## src/sv/cga_pkg.sv

```systemverilog
// shared types and constants of the csr graph adjacency store
// no dependencies; imported by cga_csr, the top level and the checker
package cga_pkg;

    localparam int unsigned MaxVertices = 256;
    localparam int unsigned MaxEdges    = 1024;
    localparam int unsigned PairDepth   = 2 * MaxEdges;
    localparam int unsigned OffDepth    = MaxVertices + 1;

    localparam logic [2:0] KIND_ADD   = 3'd0;
    localparam logic [2:0] KIND_BUILD = 3'd1;
    localparam logic [2:0] KIND_QUERY = 3'd2;
    localparam logic [2:0] KIND_FETCH = 3'd3;
    localparam logic [2:0] KIND_CWR   = 3'd4;
    localparam logic [2:0] KIND_CRD   = 3'd5;

    localparam logic [1:0] STAT_OK    = 2'd0;
    localparam logic [1:0] STAT_FULL  = 2'd1;
    localparam logic [1:0] STAT_RANGE = 2'd2;

    typedef struct packed {
        logic [2:0]         kind;
        logic [7:0]         source_vertex;
        logic [7:0]         target_vertex;
        logic [10:0]        position;
        logic               reverse_direction;
        logic signed [31:0] color_value;
    } t_in;

    typedef struct packed {
        logic               found;
        logic [7:0]         neighbour_id;
        logic [11:0]        degree;
        logic signed [31:0] color_out;
        logic [10:0]        edge_total;
        logic [1:0]         status;
    } t_out;

    typedef struct packed {
        logic [8:0] vertex_total;
        logic       directed;
        logic       clear;
    } t_cfg;

    typedef enum logic [4:0] {
        ST_IDLE, ST_ADD2,
        ST_S_NEXT, ST_S_KEY, ST_S_CMP, ST_S_PLACE,
        ST_OF_INIT, ST_OF_RD, ST_OF_GET, ST_OF_CMP, ST_OF_TAIL,
        ST_RV_VTX, ST_RV_SCAN,
        ST_Q_B, ST_Q_E, ST_Q_SCAN, ST_Q_CHK,
        ST_F_RD, ST_F_OUT, ST_C_OUT
    } t_state;

endpackage

```

## src/sv/cga_csr.sv

```systemverilog
// apb configuration registers: vertex total (clamped) and directed mode
// depends on cga_pkg
module cga_csr
    import cga_pkg::*;
(
    input  logic        i_clk,
    input  logic        i_rst_n,
    input  logic        psel,
    input  logic        penable,
    input  logic        pwrite,
    input  logic [2:0]  paddr,
    input  logic [31:0] pwdata,
    output logic [31:0] prdata,
    output logic        pready,
    output t_cfg        o_cfg
);
    logic [8:0] r_vt, n_vt;
    logic       r_dir;
    logic       wr;

    assign wr     = psel && penable && pwrite;
    assign pready = 1'b1;

    always_comb begin
        n_vt = pwdata[8:0];
        if (n_vt == 9'd0) begin
            n_vt = 9'd1;
        end else if (n_vt > 9'(MaxVertices)) begin
            n_vt = 9'(MaxVertices);
        end
    end

    always_ff @(posedge i_clk) begin
        if (!i_rst_n) begin
            r_vt  <= 9'(MaxVertices);
            r_dir <= 1'b0;
        end else if (wr) begin
            if (paddr[2]) begin
                r_dir <= pwdata[0];
            end else begin
                r_vt <= n_vt;
            end
        end
    end

    assign prdata = paddr[2] ? {31'd0, r_dir} : {23'd0, r_vt};

    always_comb begin
        o_cfg.vertex_total = r_vt;
        o_cfg.directed     = r_dir;
        o_cfg.clear        = wr;
    end
endmodule

```

## config.mk

```make
export PLATFORM = sky130hd
export DESIGN_NAME = cga_csr
export DESIGN_NICKNAME = d
export VERILOG_FILES = /design/src/sv/cga_pkg.sv /design/src/sv/cga_csr.sv
export SDC_FILE = /design/constraint.sdc
export NUM_CORES = 1
export LEC_CHECK = 0
export BUFFER_PORTS_ARGS = -buffer_cell sky130_fd_sc_hd__buf_2
export CAP_MARGIN = 10
export CORE_MARGIN = 2
export CORE_UTILIZATION = 32
export CTS_CLUSTER_SIZE = 16
export DETAILED_ROUTE_END_ITERATION = 8
export GPL_TIMING_DRIVEN = 0
export PLACE_DENSITY_LB_ADDON = 0.3
export SYNTH_ARGS = -nofsm -noshare
export SYNTH_HDL_FRONTEND = slang
export SYNTH_SLANG_ARGS = --single-unit
```

## constraint.sdc

```tcl
create_clock -name i_clk -period 0.8 [get_ports i_clk]
set_input_delay 0.08 -clock i_clk [delete_from_list [all_inputs] [get_ports i_clk]]
set_output_delay 0.08 -clock i_clk [all_outputs]
set_load 0.01 [all_outputs]
```

==> impl_metrics.py <==
metrics = {
    "timing": {
        "post-route-period-util_pct": 133,
        "rsz0062_at_grt": "true",
        "skew_ns": 0,
        "fin_crit_ns": 1.06,
        "hold_slack_ns": 0.0698,
        "hold_viol": 0,
        "setup_violations": 17,
        "slew_viol_final": 0,
        "layout_setup_ws_ns": -0.264,
        "max_freq_ghz": 0.940,
        "tns_ns": -2.19,
    },
    "route": {
        "drc": 0,
        "wl_per_cell_um": 10.4,
        "first_pass_iters": 4,
        "ant_nets": 0,
        "wirelength_um": 1910,
        "vias": 737,
        "drt_iter0_markers": 10,
        "vias_per_cell": 4.01,
    },
    "synth": {
        "synth_seq_cells": 10,
        "syn_inst": 87,
        "synthesis.area_um2": 703,
        "ys_seq_area_share_pct": 28.5,
        "syn_area_per_cell_um2": 8.08,
        "yosysUniqueCellTypes": 20,
        "synth_warnings": 0,
    },
    "final_layout": {
        "n_fill_cell": 184,
        "post-route-util_pct": 60.3,
        "area_delta_synth_final_pct": 73.3,
        "layout.nets": 198,
        "n_antenna_cell": 0,
        "layout_common_cells": "31 x buf_4, 24 x conb_1, 23 x buf_2",
        "layout_commonest_cell": "buf_4",
        "drive_above_1_share_pct": 56.7,
    },
    "clocking": {
        "cts_sinks": 10,
        "htreeDepth": 1,
        "clk_latency_ns": 0.26,
        "cts_tree": "yes",
        "clk_pin_slew_ns": 0.08,
        "hold_buffers": 0,
        "cts_buffer_depth": 2,
        "cts_root_buf": "clkbuf_4",
        "numCtsBuffers": 3,
    },
    "die": {
        "core_um2": 2020,
        "dieArea_um2": 2590,
        "pin_count": 84,
        "die_w_um": 50.9,
        "start_util_pct": 34.8,
        "die_y_um": 50.9,
        "std_cell_rows": 16,
    },
    "worst_setup_path": {
        "cp.arrival_ns": 0.98,
        "worstPathMaxFanout": 2,
        "crit_path_end_kind": "output pin",
        "critPathLaunchType": "flop",
        "critPathKind": "reg2out",
        "worstPathRequired_ns": 0.72,
    },
    "pwr": {
        "seqPwrFrac_pct": 39.9,
        "internal_power_mw": 0.947,
        "power.density_nw_per_um2": 1060,
        "p_total_mw": 1.29,
        "pwr-share-clk_pct": 36.0,
        "ir_drop_mv": 0.562,
        "static-leakage-power_nw": 0.650,
        "comb_power_share_pct": 24.1,
        "p_switching_mw": 0.338,
        "p_sw_share_pct": 26.3,
    },
    "global_route": {
        "grt_max_degree": 11,
        "track_usage_pct": 12.9,
        "gr-total-overflow": 0,
        "grt_pass1_wl_um": 2460,
        "grt_antenna_before_repair": 0,
        "grt_pass1_vias": 586,
    },
    "status": {
        "violations": "setup timing",
        "status": "finished with violations",
    },
    "place": {
        "globalplace.congestion": 0.692,
        "dpl.hpwl_um": 1280,
        "port_buffers": 34,
    },
    "hold_path": {
        "hp-class": "in2reg",
    },
    "job": {
        "maxCapViolations": 0,
    },
}
## metrics by stage
step                area (µm²)  setup WS (ns)  instances
floorplan                  786         0.0869        109
global placement           990         -0.202        170
detailed placement         990         -0.233        170
CTS                       1160         -0.269        179
global route              1220         -0.296        184
finish                    1220         -0.264        184
## critical path, cell delays in order (launching register included)
cell,delay (ns)
dfxtp_2,0.32
mux2_4,0.27
buf_6,0.12
## worst paths after layout
kind / start / end / slack (ns) / cells after the start
hold reg to reg: r_vt[4] / r_vt[4] / 0.47 / 2
setup reg to reg: r_vt[3] / r_vt[3] / 0 / 4
setup / recovery: r_vt[0] / prdata[0] / -0.26 / 2
hold / removal: pwdata[7] / r_vt[7] / 0.07 / 3
## kinds of logic (layout without fill, tap and decap cells)
| kind of cell | Yosys count | after routing | synth area share, % |
|---|---|---|---|
| AO/OA/AOI/OAI | 10 | 10 | 9.61 |
| AND/OR/NAND/NOR | 35 | 35 | 29.2 |
| multiplexers | 1 | 1 | 1.60 |
| flip-flops | 10 | 10 | 28.5 |
| other | 2 | 24 | 1.07 |
| buffers and inverters | 29 | 77 | 30.1 |
## power groups by stage
stage,Combinational [mW],Sequential [mW],Clock (mW)
6_report,0.310,0.513,0.463
3_3_place_gp,0.274,0.521,0
5_1_grt,0.335,0.513,0.502
4_1_cts,0.295,0.513,0.471
2_1_floorplan,0.197,0.525,0
3_5_place_dp,0.277,0.522,0
## final cells by class
cell class | count | area [µm²] | share of cell area, %
Tap cell | 27 | 33.8 | 2.77
Clock buffer | 4 | 36.3 | 2.98
Multi-Input combinational cell | 70 | 388 | 31.8
Sequential cell | 10 | 213 | 17.5
Timing Repair Buffer | 45 | 344 | 28.2
Buffer | 28 | 204 | 16.7
## state kept, by name, summed over array words and instances (netlist names)
signal	count
r_vt	9
r_dir	1
## routing by layer
metal	global-route usage, %	wire [µm]	part of all wire [%]
met2	24.3	1040	55
met5	0	0	0
met1	13.5	716	38
met3	2.05	145	7.6
met4	6.76	0	0
## cells in the mapped netlist
cell type	n	area, µm²
nor4_1	1	6.26
o21ai_0	1	5.00
nand3b_1	8	60.1
buf_4	27	203
clkbuf_1	1	3.75
nand2_1	10	37.5
dfxtp_1	10	200
a21oi_1	1	5.00
conb_1	2	7.51
nor2b_1	8	50.1
nand4b_1	1	8.76
and4b_1	1	10.0
nand4_1	1	6.26
o21ai_1	1	5.00
nor3_1	1	5.00
clkbuf_2	1	5.00
nand3_1	3	15.0
mux2_2	1	11.3
and3_1	1	6.26
a21boi_1	7	52.6
## what timing repair did
| action | 4_1_cts | 5_1_grt |
|---|---|---|
| buffers inserted | 6 | 7 |
| pin swaps | 0 | 2 |
| endpoints found under the setup margin | 19 | 20 |
| endpoints found under the hold margin | 0 | 0 |
| resized for setup | 26 | 7 |
| cloned | 0 | 0 |
(Power assumes the default switching activity.)
