## src/sv/cga_ram.sv

```systemverilog
// simple dual-port ram: one write port, one read port, registered read data
// depends on nothing
module cga_ram #(
    parameter int W = 8,
    parameter int D = 2
) (
    input  logic                 i_clk,
    input  logic                 i_we,
    input  logic [$clog2(D)-1:0] i_wa,
    input  logic [W-1:0]         i_wd,
    input  logic [$clog2(D)-1:0] i_ra,
    output logic [W-1:0]         o_rd
);
    logic [W-1:0] r_mem [D];
    logic [W-1:0] r_rd;

    always_ff @(posedge i_clk) begin
        if (i_we) begin
            r_mem[i_wa] <= i_wd;
        end
        r_rd <= r_mem[i_ra];
    end

    assign o_rd = r_rd;
endmodule

```

## config.mk

```make
export PLATFORM = sky130hd
export DESIGN_NAME = cga_ram
export DESIGN_NICKNAME = d
export VERILOG_FILES = /design/src/sv/cga_ram.sv
export SDC_FILE = /design/constraint.sdc
export NUM_CORES = 1
export LEC_CHECK = 0
export ABC_AREA = 1
export BUFFER_PORTS_ARGS = -buffer_cell sky130_fd_sc_hd__buf_2
export CORE_MARGIN = 3
export CORE_UTILIZATION = 35
export DETAILED_ROUTE_END_ITERATION = 10
export PLACE_DENSITY = 0.56
export SLEW_MARGIN = 15
export SYNTH_ARGS = -nofsm -noshare
export SYNTH_HDL_FRONTEND = slang
export SYNTH_SLANG_ARGS = --single-unit
```

## constraint.sdc

```tcl
create_clock -name i_clk -period 1.14 [get_ports i_clk]
set_input_delay 0.057 -clock i_clk [delete_from_list [all_inputs] [get_ports i_clk]]
set_output_delay 0.057 -clock i_clk [all_outputs]
set_load 0.01 [all_outputs]
```

==> run metrics, run 1 <==
status=completed; count of distinct cell types in the synthesized netlist=7; Sum Neg Setup Slack=0 ns; Core Area=roughly 0.002 sq mm; IO Count=20; final wirelength=1115 um; Tmin final=around 0.81 ns; Max VDD drop=0.001063 V; DR iter-0 viols=3; FF+latch area=between 600 and 700 sq um; Yosys top cell by area=edfxtp_1; Worst Setup Start Kind=flop; Remaining DRCs=0; critical setup path kind=reg2out; Final nets=98; Die ar.=0.002769 sq mm; initial antenna violation count=0; Critical Path, Cell by Cell=buf_2; post-DR wirelength/cell=~10 um; Async S/R FF share, synth=0%; Crit Path Max Fanout=1; Reg clk slew, reported paths=0.12 ns; clk buf depth=2; max-slew violations=0; Synth area leaders=edfxtp_1, dfxtp_1, nand2_1; total vias in the final route=452; HP Class=in2reg; final hold violation count=0; worst path arrival time=about 0.75 ns; Synth Register Bits=24; actual slew at the worst max-slew pin=around 0.29 ns; CTS buffer count=3; port bufs=19; Required @ worst endpoint=around 1.1 ns; most common cell in the netlist=nand2_1; H-Tree Depth=1; Max stage delay on crit path=0.33 ns; ANT cells=0; CTS root buffer=clkbuf_4; Synth Warn #=0; first-pass GRT wire length=1794 um; Synth top cells by count=nand2_1, edfxtp_1, dfxtp_1; register area share after synthesis=a little over four fifths; fin area=0.001018 sq mm; Die H=52.62 um; DR pass1 iterations=3; Die W=52.62 um; vias in the first global route=~450; Skew-Pair Late Insertion Delay=roughly 0.30 ns; Post-synth EDFFs=16; Post-Syn Area per Cell=~14 sq um; crit end category=output port; CTS tree=built; multi-input gate area in the final layout=97.59 sq um; Hold Slack=0.05999 ns; Tcrit/Tclk final=70.68%; GRT overflow=0; site row count=16; Top Family by Delay on Critical Path=flip-flops; Initial Utilization=38.00%; clock sink count=24; fillers=186; main flop type after synthesis=edfxtp_1; CP max stage cell=dfxtp_1; final setup violation count=0; Post-Synthesis Cells=54; total track usage=9.349%; placed cell area=885.9 sq um; RSZ-0062 raised after global routing=false; WP depth=1; Max-cap violations=0; skew final=0.001772 ns; ANT nets after route=0; dpl hpwl=753.3 um; total buffers and inverters traversed by the critical path=1; Reg2Reg Depth=2; Hold Crit Depth=3; layout cells sized above 1=29.41%; pin count of the biggest net entering global routing=15; Area growth syn-to-layout=33.88%; Fmax achieved=roughly 1200 MHz; Resized cells post-CTS=0; Via density=around 4.0; area share of the largest cell type after synthesis=a little over three fifths; P_leak=0.0004524 uW; syn nets=66; Final GP Congestion=0.6373; Cell Area, Synth=roughly 760 sq um; slew margin rel.=80.81%; Power Density=roughly 1700 mW/mm^2
-- flip-flops by register name, indices dropped and copies added, names as in the netlist --
name	count
o_rd	8
r_mem	16
-- timing repair --
item,CTS,global route
hold endpoints to repair,16,0
setup endpoints to repair,0,0
setup buffers,0,0
hold buffers,8,0
-- cell usage in the layout, fill, tap and decap left out --
cell type and count:
buf_2 19, dlygate4sd3_1 8, buf_4 1, inv_1 2, bufinv_16 1, nand2_1 25, edfxtp_1 16, clkbuf_4 3
inv_2 1, nor2_1 1, dfxtp_1 8
-- where the power goes --
group	leakage [uW]	switching [uW]	internal [uW]
registers	0.000218	13.0	995
logic	0.000207	66.7	62.5
clock network	0.0000279	232	355
total	0.000452	311	1410
-- path summary, 6_finish.rpt --
kind,startpoint,to,slack (ns)
worst max register to register,r_mem[1][6],o_rd[6],0.54
worst min register to register,r_mem[0][1],o_rd[1],0.45
worst max-delay path,o_rd[5],o_rd[5],0.33
worst min-delay path,i_ra,o_rd[2],0.06
-- area by class of cell --
type                       instances  share of cell area, %
sequential                        24                  62.90
timing repair buffer              28                  17.94
multi-input combinational         26                  9.582
tap                               27                  3.317
clock inverter                     1                  2.948
clock buffer                       3                  2.211
inverter                           3                  1.106
-- cells by family (layout without fill, tap and decap cells) --
kind of cell | after synthesis | after routing | synth area share, %
AND/OR/NAND/NOR | 26 | 26 | 12.83
flip-flops | 24 | 24 | 84.21
buffers and inverters | 4 | 35 | 2.960
-- per-stage QoR --
step | power (uW) | util (%) | worst slack [ns] | cells
2_1_floorplan | 1083 | - | 0.3231 | 54
3_3_place_gp | 1136 | 44.25 | 0.3918 | 100
3_5_place_dp | 1140 | 44.25 | 0.3752 | 100
4_1_cts | 1752 | 50.88 | 0.3102 | 112
5_1_grt | 1796 | 50.88 | 0.2826 | 112
6_report | 1724 | 50.88 | 0.3342 | 112
-- layer usage --
layer	vias to the layer above	part of all wire, %	GRT usage (%)
met4	0	1.5	5.106
met3	2	6.1	2.564
met2	13	51	16.74
met5	-	0	0
li1	237	-	-
met1	200	41	9.707
Note: power is estimated with default switching activity, not from simulation.
==> inputs of run 2 (changes only) <==
Clock period 1.14 ns to 0.8 ns, I/O delays scaled along.
==> run metrics, run 2 (same netlist as run 1, synthesis figures left out) <==
status=completed; Die H=52.62 um; Power Density=2408 mW/mm^2; Tmin final=0.7906 ns; Fmax achieved=between 1000 and 1500 MHz; Hold Crit Depth=3; CTS buffer count=3; Via density=4.045; final setup violation count=0; Die W=approximately 53 um; GRT overflow=0; initial antenna violation count=0; clock sink count=24; ANT nets after route=0; CTS tree=built; Cell Int Power=roughly 2000 uW; port bufs=19; Pwr Total=between 2000 and 2500 uW; Worst Setup Start Kind=flop; ANT cells=0; register name with the most flops=r_mem; HP Class=in2reg; first-pass GRT wire length=1794 um; worst r2r dst=o_rd[6]; GR peak layer=met2; Final GP Congestion=0.6373; sequential power share=58.2%; P_leak=about 0.00045 uW; DR iter-0 viols=3; layout cells sized above 1=30.59%; max reg flops=16; HP Start=i_ra; pin count of the biggest net entering global routing=15; dpl hpwl=between 700 and 800 um; skew final=0.001295 ns; switch share=18.30%; Max-cap violations=0; Sum Neg Setup Slack=0 ns; placed cell area=885.9 sq um; CTS root buffer=clkbuf_4; Hold EP=o_rd[1]; Remaining DRCs=0; Required @ worst endpoint=0.76 ns; IO Count=20; final wirelength=1125 um; Final nets=98; Max VDD drop=0.001525 V; Inst Count DP=100; critical setup path kind=reg2out; Layout Cells excl Fill=112; Max stage delay on crit path=0.34 ns; RSZ-0062 raised after global routing=true; Area growth syn-to-layout=34.87%; Clock power frac=34.1%; slew margin rel.=80.34%; commonest non-fill, non-tap cell in the layout=nand2_1; global-route met3 utilization=2.564%; Post-Route Utilization=51.25%; site row count=16; combinational share of power=7.7%; crit end category=output port; most frequent cells in the layout=nand2_1, buf_2, edfxtp_1, dlygate4sd3_1, dfxtp_1; max-slew violations=0; Tcrit/Tclk final=98.82%; Crit Path Max Fanout=1; vias in the first global route=445; fin area=about 0.0010 sq mm; Top Family by Delay on Critical Path=flip-flops; CP max stage cell=dfxtp_2; total vias in the final route=453; total buffers and inverters traversed by the critical path=1; H-Tree Depth=1; Reg2Reg Depth=2; Die ar.=0.002769 sq mm; reg-to-reg critical path startpoint=r_mem[1][6]; DR pass1 iterations=2; total track usage=9.349%; clk buf depth=2; Skew-Pair Late Insertion Delay=~0.30 ns; fillers=185; Core Area=0.002002 sq mm; P_sw=452.1 uW; actual slew at the worst max-slew pin=0.2945 ns; GR Util met2=around 17%; Critical Path, Cell by Cell=buf_6; Reg2Reg Setup Slack=0.20 ns; worst path arrival time=0.75 ns; final hold violation count=0; M1 GR Usage=9.707%; Reg clk slew, reported paths=0.12 ns; post-DR wirelength/cell=10.04 um; Initial Utilization=38.00%
[run 2: layout make-up]
| cell class | count | area (sq um) | share of cell area, % |
|---|---|---|---|
| sequential | 24 | 641.9 | 62.56 |
| timing repair buffer | 28 | 188.9 | 18.41 |
| multi-input combinational | 26 | 97.59 | 9.512 |
| tap | 27 | 33.78 | 3.293 |
| clock inverter | 1 | 30.03 | 2.927 |
| clock buffer | 3 | 22.52 | 2.195 |
| inverter | 3 | 11.26 | 1.098 |
[run 2: power groups by stage]
stage                     Combinational [uW]  Clock, uW  Sequential, uW
final                                    190        842            1440
after global routing                     213        907            1450
after CTS                                188        870            1440
after detailed placement                 159          0            1470
after global placement                   155          0            1460
after floorplan                         57.3          0            1490
[run 2: how the worst max path moves through the flow]
stage	from	to	depth (start not counted)
after floorplan	i_we	r_mem[0][0]	2
after global placement	i_wa	r_mem[1][4]	3
after detailed placement	i_we	r_mem[1][2]	3
after CTS	o_rd[5]	o_rd[5]	1
after global routing	o_rd[6]	o_rd[6]	1
final	o_rd[5]	o_rd[5]	1
[run 2: tightest hold or removal path, delay by kind of cell]
family | cells | cell delay (ns)
buf+inv | 1 | 0.16
simple gates | 2 | 0.11
[run 2: stage by stage]
| stage | hold WS, ns | setup WS (ns) |
|---|---|---|
| 6_report | 0.04244 | 0.009408 |
| 3_3_place_gp | 0.2305 | 0.06875 |
| 3_5_place_dp | 0.2322 | 0.05222 |
| 2_1_floorplan | 0.1389 | 0.00009862 |
| 4_1_cts | 0.03577 | -0.01278 |
| 5_1_grt | 0.04014 | -0.03480 |
[run 2: what timing repair did]
item | in CTS | in global routing
endpoints found under the hold margin | 16 | 0
buffers inserted | 0 | 0
setup endpoints to repair | 1 | 8
gates cloned | 0 | 0
pin swaps | 0 | 0
resized for setup | 0 | 2
hold buffers | 8 | 0
[run 2: metal layers]
layer / up-vias / routed length (um)
met2: 13 / 569
met1: 200 / 470
met4: 0 / 17
li1: 238 / -
met3: 2 / 68
met5: - / 0
